==> config.mk <==
export PLATFORM = sky130hd
export DESIGN_NAME = pcm_channel_extractor_top
export DESIGN_NICKNAME = d
export VERILOG_FILES = /design/src/rtl/core/pce_pkg.sv /design/src/rtl/core/pce_front.sv /design/src/rtl/core/pce_job_fifo.sv /design/src/rtl/core/pce_back.sv /design/src/rtl/core/pcm_channel_extractor_top.sv
export VERILOG_INCLUDE_DIRS = /design/src /design/src/rtl/core
export SDC_FILE = /design/constraint.sdc
export NUM_CORES = 1
export LEC_CHECK = 0
export BUFFER_PORTS_ARGS = -buffer_cell sky130_fd_sc_hd__buf_4
export CORE_AREA = 2 2 184 186
export DETAILED_ROUTE_END_ITERATION = 6
export DIE_AREA = 0 0 186 188
export MAX_ROUTING_LAYER = met4
export PLACE_DENSITY_LB_ADDON = 0.2
export SLEW_MARGIN = 20
export SYNTH_ARGS = -nofsm -noshare
export SYNTH_HDL_FRONTEND = slang
export SYNTH_SLANG_ARGS = --single-unit
==> constraint.sdc <==
create_clock -name clk -period 11.8 [get_ports clk]
set_input_delay 1.18 -clock clk [delete_from_list [all_inputs] [get_ports clk]]
set_output_delay 1.18 -clock clk [all_outputs]
set_load 0.05 [all_outputs]
==> src/rtl/core/pcm_channel_extractor_top_defines.svh <==
// ----------------------------------------------------------------------------
// pcm_channel_extractor_top_defines
// Assertion macros shared by the extractor RTL; empty when SYNTH is set.
// ----------------------------------------------------------------------------
`ifndef PCM_CHANNEL_EXTRACTOR_TOP_DEFINES_SVH
`define PCM_CHANNEL_EXTRACTOR_TOP_DEFINES_SVH

`ifndef SYNTH

// condition holds at every edge out of reset
`define PCE_ASSERT(label, cond, msg) \
    label: assert property (@(posedge clk) disable iff (!rst_n) (cond)) \
        else $error(msg);

// antecedent implies consequent in the same cycle
`define PCE_ASSERT_IMP(label, ante, cons, msg) \
    label: assert property (@(posedge clk) disable iff (!rst_n) (ante) |-> (cons)) \
        else $error(msg);

// antecedent implies consequent in the next cycle
`define PCE_ASSERT_NXT(label, ante, cons, msg) \
    label: assert property (@(posedge clk) disable iff (!rst_n) (ante) |=> (cons)) \
        else $error(msg);

`else

`define PCE_ASSERT(label, cond, msg)
`define PCE_ASSERT_IMP(label, ante, cons, msg)
`define PCE_ASSERT_NXT(label, ante, cons, msg)

`endif

`endif

==> src/rtl/core/pce_pkg.sv <==
// ----------------------------------------------------------------------------
// pce_pkg
// Shared types and constants of the PCM channel extractor.
// ----------------------------------------------------------------------------
`default_nettype none

package pce_pkg;

    // configuration register indexes
    localparam int CFG_IDX_W = 3;
    localparam logic [CFG_IDX_W-1:0] REG_SOURCE_CHANNELS   = 3'd0;
    localparam logic [CFG_IDX_W-1:0] REG_SOURCE_WIDTH_CODE = 3'd1;
    localparam logic [CFG_IDX_W-1:0] REG_OUTPUT_WIDTH_CODE = 3'd2;
    localparam logic [CFG_IDX_W-1:0] REG_FIRST_CHANNEL     = 3'd3;
    localparam logic [CFG_IDX_W-1:0] REG_CHANNEL_COUNT     = 3'd4;
    localparam logic [CFG_IDX_W-1:0] REG_FRAME_BYTES       = 3'd5;
    localparam int CFG_DATA_W = 7;

    // source width codes
    localparam logic [1:0] SW_8  = 2'd0;
    localparam logic [1:0] SW_16 = 2'd1;
    localparam logic [1:0] SW_24 = 2'd2;
    localparam logic [1:0] SW_32 = 2'd3;

    // output width codes
    localparam logic [2:0] OW_SAME = 3'd0;
    localparam logic [2:0] OW_8    = 3'd1;
    localparam logic [2:0] OW_32   = 3'd4;

    typedef struct packed {
        logic [4:0] source_channels;
        logic [1:0] source_width_code;
        logic [2:0] output_width_code;
        logic [3:0] first_channel;
        logic [4:0] channel_count;
        logic [6:0] frame_bytes;
    } cfg_t;

    localparam cfg_t CFG_RESET = '{
        source_channels:   5'd2,
        source_width_code: SW_16,
        output_width_code: OW_SAME,
        first_channel:     4'd0,
        channel_count:     5'd1,
        frame_bytes:       7'd4
    };

    // one sample (or one passed byte) waiting to be sent out
    typedef struct packed {
        logic [31:0]       raw;       // gathered little-endian sample
        logic signed [2:0] offs;      // source minus output bytes
        logic [1:0]        cnt_m1;    // output bytes minus one
        logic [3:0]        channel;
        logic              group_end; // set when the sample closes the group
    } job_t;

    localparam int JOB_DEPTH = 4;

endpackage

`default_nettype wire

==> src/rtl/core/pce_front.sv <==
// ----------------------------------------------------------------------------
// pce_front
// Frame position tracking, channel selection and sample gathering.
// ----------------------------------------------------------------------------
`default_nettype none

module pce_front
    import pce_pkg::*;
#(
    parameter int MAX_CHANNELS    = 16,
    parameter int MAX_FRAME_BYTES = 64
)
(
    input  wire logic       clk,
    input  wire logic       rst_n,
    input  wire cfg_t       cfg,
    input  wire logic       accept,
    input  wire logic [7:0] in_byte,
    input  wire logic       frame_start,
    output logic            job_push,
    output job_t            job
);

    localparam int FB_LIM = (MAX_FRAME_BYTES > 127) ? 127 : MAX_FRAME_BYTES;
    localparam int POS_W  = (FB_LIM > 1) ? $clog2(FB_LIM) : 1;
    localparam logic [6:0] FB_CAP = 7'(FB_LIM);
    localparam int SC_LIM = (MAX_CHANNELS > 31) ? 31 : MAX_CHANNELS;
    localparam logic [4:0] SC_CAP = 5'(SC_LIM);
    // floor(x / 3) = (x * 171) >> 9 for x below 128
    localparam logic [14:0] DIV3_MUL = 15'd171;

    logic [POS_W-1:0] pos_reg;
    logic [POS_W-1:0] pos_next;
    logic [31:0]      acc_reg;
    logic [31:0]      acc_next;

    logic [6:0]  fb_eff;
    logic [4:0]  sc_eff;
    logic [6:0]  pos;
    logic [6:0]  nxt;
    logic [14:0] prod3;
    logic [6:0]  ch;
    logic [1:0]  bi;
    logic [2:0]  sb;
    logic [2:0]  ob;
    logic [5:0]  grp_hi;
    logic        range_ok;
    logic        keep;
    logic        pass;
    logic [8:0]  ge_pos;
    logic [31:0] acc_base;
    logic [31:0] acc_merged;

    always_comb
    begin
        fb_eff = (cfg.frame_bytes == 7'd0) ? 7'd1 : cfg.frame_bytes;
        if (fb_eff > FB_CAP)
        begin
            fb_eff = FB_CAP;
        end
        sc_eff = (cfg.source_channels > SC_CAP) ? SC_CAP : cfg.source_channels;

        pos = frame_start ? 7'd0 : 7'(pos_reg);
        if (pos >= fb_eff)
        begin
            pos = 7'd0;
        end
        nxt = pos + 7'd1;
        if (nxt >= fb_eff)
        begin
            nxt = 7'd0;
        end

        // channel and byte-in-sample from the frame position
        prod3 = 15'(pos) * DIV3_MUL;
        case (cfg.source_width_code)
            SW_8:
            begin
                ch = pos;
                bi = 2'd0;
            end
            SW_16:
            begin
                ch = {1'b0, pos[6:1]};
                bi = {1'b0, pos[0]};
            end
            SW_24:
            begin
                ch = {1'b0, prod3[14:9]};
                bi = 2'(pos - ch - {ch[5:0], 1'b0});
            end
            SW_32:
            begin
                ch = {2'b00, pos[6:2]};
                bi = pos[1:0];
            end
            default:
            begin
                ch = pos;
                bi = 2'd0;
            end
        endcase

        sb = {1'b0, cfg.source_width_code} + 3'd1;
        ob = (cfg.output_width_code inside {[OW_8:OW_32]}) ? cfg.output_width_code : sb;
        pass = (ob == sb);

        grp_hi   = {2'b00, cfg.first_channel} + {1'b0, cfg.channel_count};
        range_ok = (cfg.channel_count != 5'd0) && (sc_eff != 5'd0)
                   && (grp_hi <= {1'b0, sc_eff});
        keep     = range_ok && (ch >= 7'(cfg.first_channel)) && (ch < 7'(grp_hi));
        ge_pos   = 9'(grp_hi) * 9'(sb) - 9'd1;

        acc_base   = (bi == 2'd0) ? 32'd0 : acc_reg;
        acc_merged = acc_base | (32'(in_byte) << {bi, 3'b000});

        job.raw       = pass ? 32'(in_byte) : acc_merged;
        job.offs      = pass ? 3'sd0 : $signed(sb - ob);
        job.cnt_m1    = pass ? 2'd0 : 2'(ob - 3'd1);
        job.channel   = ch[3:0];
        job.group_end = pass ? (9'(pos) == ge_pos) : (ch == 7'(grp_hi - 6'd1));

        job_push = accept && keep && (pass || (bi == cfg.source_width_code));
        acc_next = (accept && keep && !pass) ? acc_merged : acc_reg;
        pos_next = accept ? POS_W'(nxt) : pos_reg;
    end

    always_ff @(posedge clk or negedge rst_n)
    begin
        if (!rst_n)
        begin
            pos_reg <= '0;
            acc_reg <= '0;
        end
        else
        begin
            pos_reg <= pos_next;
            acc_reg <= acc_next;
        end
    end

endmodule

`default_nettype wire

==> src/rtl/core/pce_job_fifo.sv <==
// ----------------------------------------------------------------------------
// pce_job_fifo
// Short register queue of samples between front and back.
// ----------------------------------------------------------------------------
`default_nettype none

`include "pcm_channel_extractor_top_defines.svh"

module pce_job_fifo
    import pce_pkg::*;
(
    input  wire logic clk,
    input  wire logic rst_n,
    input  wire logic wr_en,
    input  wire job_t wr_data,
    input  wire logic rd_en,
    output job_t      rd_data,
    output logic      full,
    output logic      not_empty
);

    localparam int PTR_W = $clog2(JOB_DEPTH);

    job_t             mem_reg [JOB_DEPTH];
    logic [PTR_W-1:0] wr_ptr_reg;
    logic [PTR_W-1:0] wr_ptr_next;
    logic [PTR_W-1:0] rd_ptr_reg;
    logic [PTR_W-1:0] rd_ptr_next;
    logic [PTR_W:0]   count_reg;
    logic [PTR_W:0]   count_next;

    assign full      = (count_reg == (PTR_W+1)'(JOB_DEPTH));
    assign not_empty = (count_reg != '0);
    assign rd_data   = mem_reg[rd_ptr_reg];

    always_comb
    begin
        wr_ptr_next = wr_en ? wr_ptr_reg + 1'b1 : wr_ptr_reg;
        rd_ptr_next = rd_en ? rd_ptr_reg + 1'b1 : rd_ptr_reg;
        count_next  = count_reg;
        if (wr_en && !rd_en)
        begin
            count_next = count_reg + 1'b1;
        end
        else if (rd_en && !wr_en)
        begin
            count_next = count_reg - 1'b1;
        end
    end

    always_ff @(posedge clk or negedge rst_n)
    begin
        if (!rst_n)
        begin
            wr_ptr_reg <= '0;
            rd_ptr_reg <= '0;
            count_reg  <= '0;
        end
        else
        begin
            wr_ptr_reg <= wr_ptr_next;
            rd_ptr_reg <= rd_ptr_next;
            count_reg  <= count_next;
        end
    end

    always_ff @(posedge clk)
    begin
        if (wr_en)
        begin
            mem_reg[wr_ptr_reg] <= wr_data;
        end
    end

    `PCE_ASSERT(a_fifo_no_overflow, count_reg <= (PTR_W+1)'(JOB_DEPTH), "job queue overflow")
    `PCE_ASSERT_IMP(a_fifo_wr_not_full, wr_en, !full, "write into full job queue")
    `PCE_ASSERT_NXT(a_fifo_fill, wr_en && !rd_en, count_reg == $past(count_reg) + 1'b1,
                    "job queue count did not grow on write")

endmodule

`default_nettype wire

==> src/rtl/core/pce_back.sv <==
// ----------------------------------------------------------------------------
// pce_back
// Sends the head sample out one byte per pop, after the width shift.
// ----------------------------------------------------------------------------
`default_nettype none

`include "pcm_channel_extractor_top_defines.svh"

module pce_back
    import pce_pkg::*;
(
    input  wire logic  clk,
    input  wire logic  rst_n,
    input  wire job_t  head,
    input  wire logic  head_valid,
    input  wire logic  pop,
    output logic       deq,
    output logic       empty,
    output logic [7:0] out_byte,
    output logic [3:0] out_channel,
    output logic       group_end,
    output logic       last
);

    logic [1:0]        k_reg;
    logic [1:0]        k_next;
    logic signed [3:0] idx;
    logic              fin;

    always_comb
    begin
        // byte k of the shifted sample is byte k + offs of the raw sample
        idx = $signed({2'b00, k_reg}) + $signed({head.offs[2], head.offs});
        case (idx)
            4'sd0:   out_byte = head.raw[7:0];
            4'sd1:   out_byte = head.raw[15:8];
            4'sd2:   out_byte = head.raw[23:16];
            4'sd3:   out_byte = head.raw[31:24];
            default: out_byte = 8'd0;
        endcase

        fin         = (k_reg == head.cnt_m1);
        empty       = !head_valid;
        out_channel = head.channel;
        last        = fin;
        group_end   = fin && head.group_end;
        deq         = pop && head_valid && fin;

        k_next = k_reg;
        if (pop && head_valid)
        begin
            k_next = fin ? 2'd0 : k_reg + 2'd1;
        end
    end

    always_ff @(posedge clk or negedge rst_n)
    begin
        if (!rst_n)
        begin
            k_reg <= '0;
        end
        else
        begin
            k_reg <= k_next;
        end
    end

    `PCE_ASSERT_IMP(a_back_idle_k, !head_valid, k_reg == 2'd0, "byte index set with no sample")
    `PCE_ASSERT_IMP(a_back_k_range, head_valid, k_reg <= head.cnt_m1,
                    "byte index past end of sample")

endmodule

`default_nettype wire

==> src/rtl/core/pcm_channel_extractor_top.sv <==
// ----------------------------------------------------------------------------
// pcm_channel_extractor_top
// Picks a group of consecutive channels out of an interleaved PCM byte stream.
// ----------------------------------------------------------------------------
//
//  Channel   Handshake            Payload
//  --------  -------------------  --------------------------------------------
//  input     push / full          in_byte[7:0], frame_start
//  result    empty / pop          out_byte[7:0], out_channel[3:0], group_end,
//                                 last
//  config    cfg_valid/cfg_ready  cfg_index[2:0], cfg_data[6:0]
//
//  One input item is taken every cycle while full is low; a result byte leaves
//  every cycle while empty is low and pop is high.
//  Throughput is set by the result port: a widening sample turns one input
//  item into up to four result items, sent one per popped cycle from the job queue.
//  A result is queued with its last source byte and shown from the queue head.
//  full depends only on the four-entry job queue, never on pop in the same
//  cycle. Reset loads the default configuration and empties the queue.
// ----------------------------------------------------------------------------
`default_nettype none

module pcm_channel_extractor_top
    import pce_pkg::*;
#(
    parameter int MAX_CHANNELS    = 16,
    parameter int MAX_FRAME_BYTES = 64
)
(
    input  wire logic                  clk,
    input  wire logic                  rst_n,
    // source byte stream
    input  wire logic                  push,
    output logic                       full,
    input  wire logic [7:0]            in_byte,
    input  wire logic                  frame_start,
    // extracted bytes
    output logic                       empty,
    input  wire logic                  pop,
    output logic [7:0]                 out_byte,
    output logic [3:0]                 out_channel,
    output logic                       group_end,
    output logic                       last,
    // register writes
    input  wire logic                  cfg_valid,
    output logic                       cfg_ready,
    input  wire logic [CFG_IDX_W-1:0]  cfg_index,
    input  wire logic [CFG_DATA_W-1:0] cfg_data
);

    cfg_t cfg_reg;
    cfg_t cfg_next;

    logic accept;
    logic job_push;
    job_t job;
    job_t head;
    logic head_valid;
    logic deq;

    // registers take writes at any time; the user only writes while idle
    assign cfg_ready = 1'b1;

    always_comb
    begin
        cfg_next = cfg_reg;
        if (cfg_valid)
        begin
            case (cfg_index)
                REG_SOURCE_CHANNELS:   cfg_next.source_channels   = cfg_data[4:0];
                REG_SOURCE_WIDTH_CODE: cfg_next.source_width_code = cfg_data[1:0];
                REG_OUTPUT_WIDTH_CODE: cfg_next.output_width_code = cfg_data[2:0];
                REG_FIRST_CHANNEL:     cfg_next.first_channel     = cfg_data[3:0];
                REG_CHANNEL_COUNT:     cfg_next.channel_count     = cfg_data[4:0];
                REG_FRAME_BYTES:       cfg_next.frame_bytes       = cfg_data[6:0];
                default:               cfg_next = cfg_reg;
            endcase
        end
    end

    always_ff @(posedge clk or negedge rst_n)
    begin
        if (!rst_n)
        begin
            cfg_reg <= CFG_RESET;
        end
        else
        begin
            cfg_reg <= cfg_next;
        end
    end

    // an item is taken whenever the queue has room, whether or not it yields
    // a sample; this keeps full free of any decode of the incoming byte
    assign accept = push && !full;

    // front: position, channel filter, sample gathering
    pce_front #(
        .MAX_CHANNELS    (MAX_CHANNELS),
        .MAX_FRAME_BYTES (MAX_FRAME_BYTES)
    ) u_front (
        .clk         (clk),
        .rst_n       (rst_n),
        .cfg         (cfg_reg),
        .accept      (accept),
        .in_byte     (in_byte),
        .frame_start (frame_start),
        .job_push    (job_push),
        .job         (job)
    );

    // decouples the byte-per-cycle front from the byte-per-pop back
    pce_job_fifo u_fifo (
        .clk       (clk),
        .rst_n     (rst_n),
        .wr_en     (job_push),
        .wr_data   (job),
        .rd_en     (deq),
        .rd_data   (head),
        .full      (full),
        .not_empty (head_valid)
    );

    // back: width shift and byte serialization
    pce_back u_back (
        .clk         (clk),
        .rst_n       (rst_n),
        .head        (head),
        .head_valid  (head_valid),
        .pop         (pop),
        .deq         (deq),
        .empty       (empty),
        .out_byte    (out_byte),
        .out_channel (out_channel),
        .group_end   (group_end),
        .last        (last)
    );

endmodule

`default_nettype wire

Word-level counts from Yosys, hierarchy flattened
Memories as Yosys holds them, arrays and structs flattened. Cells that the tools add are included.

Output and inout bits: 17. RAM bits: 168. Input bits: 24. Memories kept: 1. Bits in registers: 73.

Memories: u_fifo.mem_reg (words 4, width 42, read ports 1, clocked after Yosys merged registers in 0, write ports 1, RTL line pce_job_fifo.sv:24) `job_t mem_reg [JOB_DEPTH];`.

Bitwise gates (word level): 1. Reductions and logical operators: 35. Multipliers: 2. $add $sub $neg: 15. $lt $le $gt $ge: 9. Equality and inequality tests: 17. Mux-type cells: 20. Shift operators: 1.

Operators with widths (count): 32-bit two-way mux (2); 32-bit bitwise OR (1); 8-bit case mux with 4 select lines (1); 8-bit by 5-bit left shift with 32-bit output (1); 7-bit case mux with 4 select lines (1); 6-bit two-way mux (3); 7-bit greater-or-equal comparator (2); 1-bit logical AND (14); 6-bit by 8-bit multiplier with 14-bit output, second input constant (1); 7-bit two-way mux (2); 3-bit two-way mux (4); 2-bit AND reduction (6); 5-bit nonzero test (2); 3-bit equality test, second input constant (3); 6-bit by 9-bit equality test with 1-bit output (1); 6-bit by 3-bit multiplier with 9-bit output (1); 9-bit by 1-bit subtractor with 9-bit output, second input constant (1); 4-bit by 2-bit equality test with 1-bit output, second input constant (2); 2-bit case mux with 4 select lines (1); 6-bit by 1-bit adder with 7-bit output, second input constant (1); 7-bit equality test (1); 7-bit by 4-bit greater-or-equal comparator with 1-bit output (1); 7-bit greater-than comparator, second input constant (1); 7-bit zero test (1); 32 further kinds (46).

Longest topological paths before layout
Gate-level depths: netlist (run 1).

Depth after elaboration: 17. Gate-level depth with buffers: 37. Mapped depth without buffers: 37.

By module
Synthesis (run 1) repeated with hierarchy kept, for this count alone.

Cells, all modules: 936. Area total of the unflattened synthesis: 13056.3 sq um.

Modules (own cells, without submodules): pce_job_fifo (area an instance 6513.7 sq um, cells an instance 254, instances 1, sequential area each 5220.0 sq um); pce_front (area an instance 4993.5 sq um, cells an instance 575, instances 1, sequential area each 950.9 sq um); pcm_channel_extractor_top (area an instance 1054.8 sq um, cells an instance 61, instances 1, sequential area each 655.6 sq um); pce_back (area an instance 494.2 sq um, cells an instance 46, instances 1, sequential area each 50.0 sq um).

Worst setup path before layout (run 1)
Ideal clock, no wire load.

Kind: input to register. Start: in frame_start. End: mem u_fifo.mem_reg[0][0] (netlist name), enable pin. Required time: 11.396 ns. Library setup time: 0.404 ns. Arrival time: 8.427 ns. Path slack: 2.970 ns. Path buffers: 0. Stages on the path: 29. Cell sequence: inv_1 nand2_1 ha_1 nand2b_4 a2111oi_4 o21a_1 nor2_1 or2_1 inv_1 ha_1 fa_1 fa_1 ha_1 nand4_1 o22ai_1 or3_4 and3_1 o22ai_1 nor2_1 a21oi_1 ha_1 nor2b_1 o21a_1 o21a_1 o211ai_1 o2111ai_1 a2111oi_4 o21a_1 and2_1.

RTL lines: start: declaration (RTL line pcm_channel_extractor_top.sv:36) `input wire logic frame_start,`; end: declaration (RTL line pce_job_fifo.sv:24).

==> impl_metrics.json, run 1 <==
{
  "ios": 41,
  "chipHeight_um": 188,
  "via_count": 7604,
  "cp-end-kind": "flip-flop",
  "rows": 67,
  "leakagePower_nw": 5.73,
  "drive_gt1_frac": 0.221,
  "drc": 0,
  "routed_wirelength_um": 29000,
  "portBuffers": 39,
  "grt_max_degree": 53,
  "netSwitchingFraction": 0.384,
  "period_needed_ps": 9450,
  "critPathLaunchType": "primary input",
  "gp_congestion": 0.867,
  "crit_fanout": 30,
  "synth_edf_count": 168,
  "antenna_found_initial": 0,
  "maxCapViolations": 0,
  "cp.arrival_ps": 9690,
  "synth_area_leader_cell": "edfxtp_1",
  "core_area_sq_um": 33100,
  "syn_area_per_cell_sq_um": 13.9,
  "yosys_warnings": 0,
  "dr.first_iter.drc_count": 364,
  "area_growth_pct": 12.7,
  "yosys_most_used_dff": "edfxtp_1",
  "die_w_um": 186,
  "worst_slew_pin_slew_ps": 1100,
  "fill_cells": 3002,
  "grt_setup_unrepaired": "false",
  "status": "complete, no violations",
  "synth_top_area_frac": 0.389,
  "hold_class": "reg -> reg",
  "power_mw": 3.71,
  "power.share.combinational": 0.475,
  "yosysMostFrequentCell": "edfxtp_1",
  "final_nets": 1102,
  "ys_seq_elements": 241,
  "cts_tree": "yes",
  "intPower_mw": 2.29,
  "yosys-top-cells-count": "edfxtp_1 (168), ha_1 (86), dfrtp_1 (69)",
  "clockRootBuffer": "clkbuf_16",
  "hold_buffers": 0,
  "clk_pin_slew_ps": 60,
  "post_cts_resize_count": 0,
  "slowest_stage": "and2_2",
  "fmax_ghz": 0.106,
  "cpLargestDelayFamily": "compound AO/OA/AOI/OAI gates",
  "ys_types": 84,
  "initial_utilization": 0.392,
  "final_antenna_net_count": 0,
  "power_density_nw_per_um2": 254,
  "hold_violations": 0,
  "cpPeakStageDelay_ps": 740,
  "largest_reg_flops": 168,
  "synth_area_leaders": "edfxtp_1 (39%), dfrtp_1 (13%), mux4_2 (8.7%)",
  "fin_crit_sh": 0.800,
  "cts.htree.levels": 1,
  "cts_setup_buffers": 0,
  "clock_path_buffers": 3,
  "dpl.hpwl_um": 19600,
  "synth_area_sq_um": 13000,
  "slew_headroom": 0.254,
  "grt_overflow_total": 0,
  "grt_pass1_vias": 7901,
  "skew_ps": 10.4,
  "worstPathBufferInverterCount": 4,
  "ir_drop_uv": 198,
  "dr.pass1.iters": 5,
  "track_usage": 0.176,
  "cts_buffers": 27,
  "setup_tns_ps": 0,
  "p_clk_frac": 0.222,
  "clock_sinks": 241,
  "crit_required_ps": 12040,
  "setup_viol": 0,
  "syn_inst": 936,
  "routedWlPerCell_um": 20.1,
  "worst-setup-path-type": "in -> reg",
  "diodes": 0,
  "die_area_sq_um": 35000,
  "via_per_inst": 5.26,
  "async_reset_ff_frac": 0.303,
  "insertion_delay_ps": 550,
  "sequentialPowerShare": 0.303,
  "seq_area_frac_synth": 0.530,
  "syn_nets": 1062,
  "final_max_slew_viol_count": 0,
  "power.switching_mw": 1.42,
  "grt_pass1_wl_um": 45500
}
power by group through the flow:
stage / sequential (mW) / combinational [mW] / clock [mW]
2_1_floorplan: 1.10 / 1.39 / 0
3_3_place_gp: 1.14 / 1.79 / 0
3_5_place_dp: 1.14 / 1.79 / 0
4_1_cts: 1.12 / 1.80 / 0.845
5_1_grt: 1.14 / 1.95 / 0.877
6_report: 1.12 / 1.76 / 0.824
final timing paths:
path	cells past startpoint	from	slack (ps)	end
max in group asynchronous	2	rst_n	10160	u_fifo.rd_ptr_reg[1]$_DFFE_PN0P_
worst min-delay path	1	u_fifo.count_reg[2]$_DFFE_PN0P_	490	u_fifo.count_reg[2]$_DFFE_PN0P_
worst min register to register	1	u_fifo.count_reg[2]$_DFFE_PN0P_	490	u_fifo.count_reg[2]$_DFFE_PN0P_
worst max register to register	31	cfg_reg[6]$_DFFE_PN0P_	2380	u_fifo.mem_reg[2][36]$_DFFE_PP_
min in group asynchronous	1	rst_n	530	cfg_reg[10]$_DFFE_PN0P_
worst max-delay path	30	frame_start	2350	u_fifo.mem_reg[2][36]$_DFFE_PP_
per-stage QoR:
step	setup slack (ps)	cells	area, sq um	hold slack [ps]	utilization
floorplan	2970	936	13000	442	-
global placement	2020	1395	13700	474	0.415
detailed placement	1770	1395	13700	481	0.415
CTS	2320	1445	14600	485	0.442
global route	1670	1445	14600	516	0.442
finish	2350	1445	14600	489	0.442
final cells by class:
class,instances,area (sq um),share of cell area
clock buffers,34,722,0.0494
clock inverters,16,150,0.0103
well taps,448,561,0.0383
multi-input cells,593,5690,0.389
repair buffers,53,398,0.0272
inverters,60,225,0.0154
flip-flops and latches,241,6880,0.470
placed cells by master (no fill, tap or decap), types with 37 or more instances in the layout:
cell type,netlist,final
dfrtp_1,69,67
nor2_1,52,52
inv_1,58,58
nand2_1,55,55
edfxtp_1,168,168
mux2_2,37,37
ha_1,86,86
mux4_2,50,50
buf_4,2,53
metal layers:
layer	share of wire	vias to the layer above	track usage
met4	0.023	0	0.0421
met5	0	-	-
met3	0.031	50	0.0219
li1	-	3615	-
met2	0.50	125	0.294
met1	0.45	3814	0.228
cells by family (layout without fill, tap and decap cells):
logic type               count (synthesis)  after routing  synth area share
buffers and inverters                  102            163            0.0321
XOR/XNOR                                38             38            0.0262
adder cells (fa/ha/maj)                102            102             0.108
AND/OR/NAND/NOR                        191            191            0.0766
other                                    1              1          0.000289
AO/OA/AOI/OAI                          168            168             0.102
flip-flops                             241            241             0.530
multiplexers                            93             93             0.125
(Power assumes the default switching activity.)
==> run 2, diff against run 1 <==
Clock period 11.8 ns to 7.8 ns, I/O delays scaled along.
==> run 2 against run 1 <==
Total power grew 58%. Hold slack lost 350 ps. Worst setup slack lost 2000 ps. Combinational power grew 59%. Design area grew 4.9%. Sequential share of layout area shrank 2.2 points. Global-route usage grew 0.39 points. Largest power group unchanged.
==> impl_metrics.json, run 2 (synthesis results as in run 1) <==
{
  "power_density_nw_per_um2": 383,
  "clock_path_buffers": 3,
  "mostFrequentLayoutCell": "edfxtp_1",
  "r2r_slack_ps": 400,
  "dr.first_iter.drc_count": 452,
  "portBuffers": 39,
  "grt_setup_unrepaired": "true",
  "leakagePower_nw": 6.04,
  "initial_utilization": 0.392,
  "clockRootBuffer": "clkbuf_16",
  "fin_cells": 1495,
  "grt_overflow_total": 0,
  "ir_drop_uv": 228,
  "r2r-start": "cfg_reg[2]$_DFFE_PN1P_",
  "slew_headroom": 0.317,
  "ios": 41,
  "gp_congestion": 0.829,
  "dpl.hpwl_um": 19900,
  "fill_cells": 2982,
  "worst_slew_pin_slew_ps": 1020,
  "timing.rr.end": "u_fifo.count_reg[2]$_DFFE_PN0P_",
  "diodes": 0,
  "cpPeakStageDelay_ps": 560,
  "layout_common_cells": "edfxtp_1 (168), buf_4 (94), ha_1 (81)",
  "hold_buffers": 0,
  "die_area_sq_um": 35000,
  "grt_pass1_wl_um": 46900,
  "cts.htree.levels": 1,
  "via_count": 7826,
  "clock_sinks": 241,
  "via_per_inst": 5.23,
  "setup_tns_ps": 0,
  "grt_max_degree": 48,
  "routed_wirelength_um": 29700,
  "period_needed_ps": 7400,
  "die_w_um": 186,
  "critPathLaunchType": "flip-flop",
  "core_area_sq_um": 33100,
  "grt_pass1_vias": 8193,
  "final_nets": 1151,
  "cts_buffers": 28,
  "rows": 67,
  "fin_crit_sh": 0.949,
  "slowest_stage": "dfstp_2",
  "multi_input_area_sq_um": 5830,
  "clk_pin_slew_ps": 60,
  "worst-setup-path-type": "reg -> reg",
  "antenna_found_initial": 0,
  "worst_slack_ps": 397,
  "cts_tree": "yes",
  "crit_required_ps": 8280,
  "routedWlPerCell_um": 19.8,
  "maxCapViolations": 0,
  "dr.pass1.iters": 6,
  "cp-end-kind": "flip-flop",
  "reg2reg_depth": 37,
  "area_growth_pct": 18.2,
  "setup_viol": 0,
  "largest_reg_flops": 168,
  "final_max_slew_viol_count": 0,
  "crit_start": "cfg_reg[2]$_DFFE_PN1P_",
  "skew_ps": 11.4,
  "insertion_delay_ps": 560,
  "status": "complete, no violations",
  "drive_gt1_frac": 0.290,
  "power_mw": 5.87,
  "crit_fanout": 4,
  "drc": 0,
  "track_usage": 0.180,
  "cp.arrival_ps": 7880,
  "hold_violations": 0,
  "hold_class": "in -> async",
  "dp_worst_setup_slack_ps": -102,
  "fmax_ghz": 0.135,
  "final_antenna_net_count": 0,
  "seq_area_sq_um": 6880,
  "chipHeight_um": 188,
  "dp.cells": 1436
}
==> run 2: repair_timing <==
action,CTS,global route
buffers inserted,0,7
setup endpoints to repair,0,202
resized for setup,0,31
==> run 2: per-layer routing <==
layer / GRT usage / up-vias / wire length [um]
met2: 0.301 / 149 / 14800
met5: - / - / 0
li1: - / 3709 / -
met3: 0.0212 / 44 / 1320
met4: 0.0491 / 0 / 788
met1: 0.230 / 3924 / 12800
==> run 2: how the worst max path moves through the flow <==
stage	to	slack [ps]	cells past startpoint
floorplan	u_fifo.count_reg[2]$_DFFE_PN0P_	5	33
global placement	u_fifo.count_reg[2]$_DFFE_PN0P_	60	35
detailed placement	u_fifo.count_reg[2]$_DFFE_PN0P_	-100	35
CTS	u_fifo.count_reg[2]$_DFFE_PN0P_	80	35
global route	u_fifo.count_reg[2]$_DFFE_PN0P_	-40	37
finish	u_fifo.count_reg[2]$_DFFE_PN0P_	400	37
==> run 2: report_power, final <==
group	switching, mW	internal (mW)	leakage [nW]	total (mW)
registers	0.118	1.58	2.42	1.70
clock network	0.533	0.845	0.482	1.38
logic	1.58	1.22	3.14	2.79
==> run 2: worst max-delay path: cells and delay by family, from the launching register on <==
kind	cells	cell delay (ps)
XOR/XNOR	2	320
flip-flops	1	560
AO/OA/AOI/OAI	13	2400
buffers and inverters	4	220
adder cells (fa/ha/maj)	8	2460
AND/OR/NAND/NOR	10	1360
==> run 2: final cells by class <==
cell class / count / area share
clock buffer: 32 / 0.0480
clock inverter: 20 / 0.0167
inverter: 60 / 0.0147
multi-input combinational: 593 / 0.380
sequential: 241 / 0.449
tap: 448 / 0.0366
timing repair buffer: 101 / 0.0552
==> run 2: metrics by stage <==
step | util | instance area, sq um | hold slack (ps)
floorplan | - | 13000 | 442
global placement | 0.428 | 14200 | 462
detailed placement | 0.428 | 14200 | 467
CTS | 0.458 | 15200 | 124
global route | 0.463 | 15300 | 151
finish | 0.463 | 15300 | 136
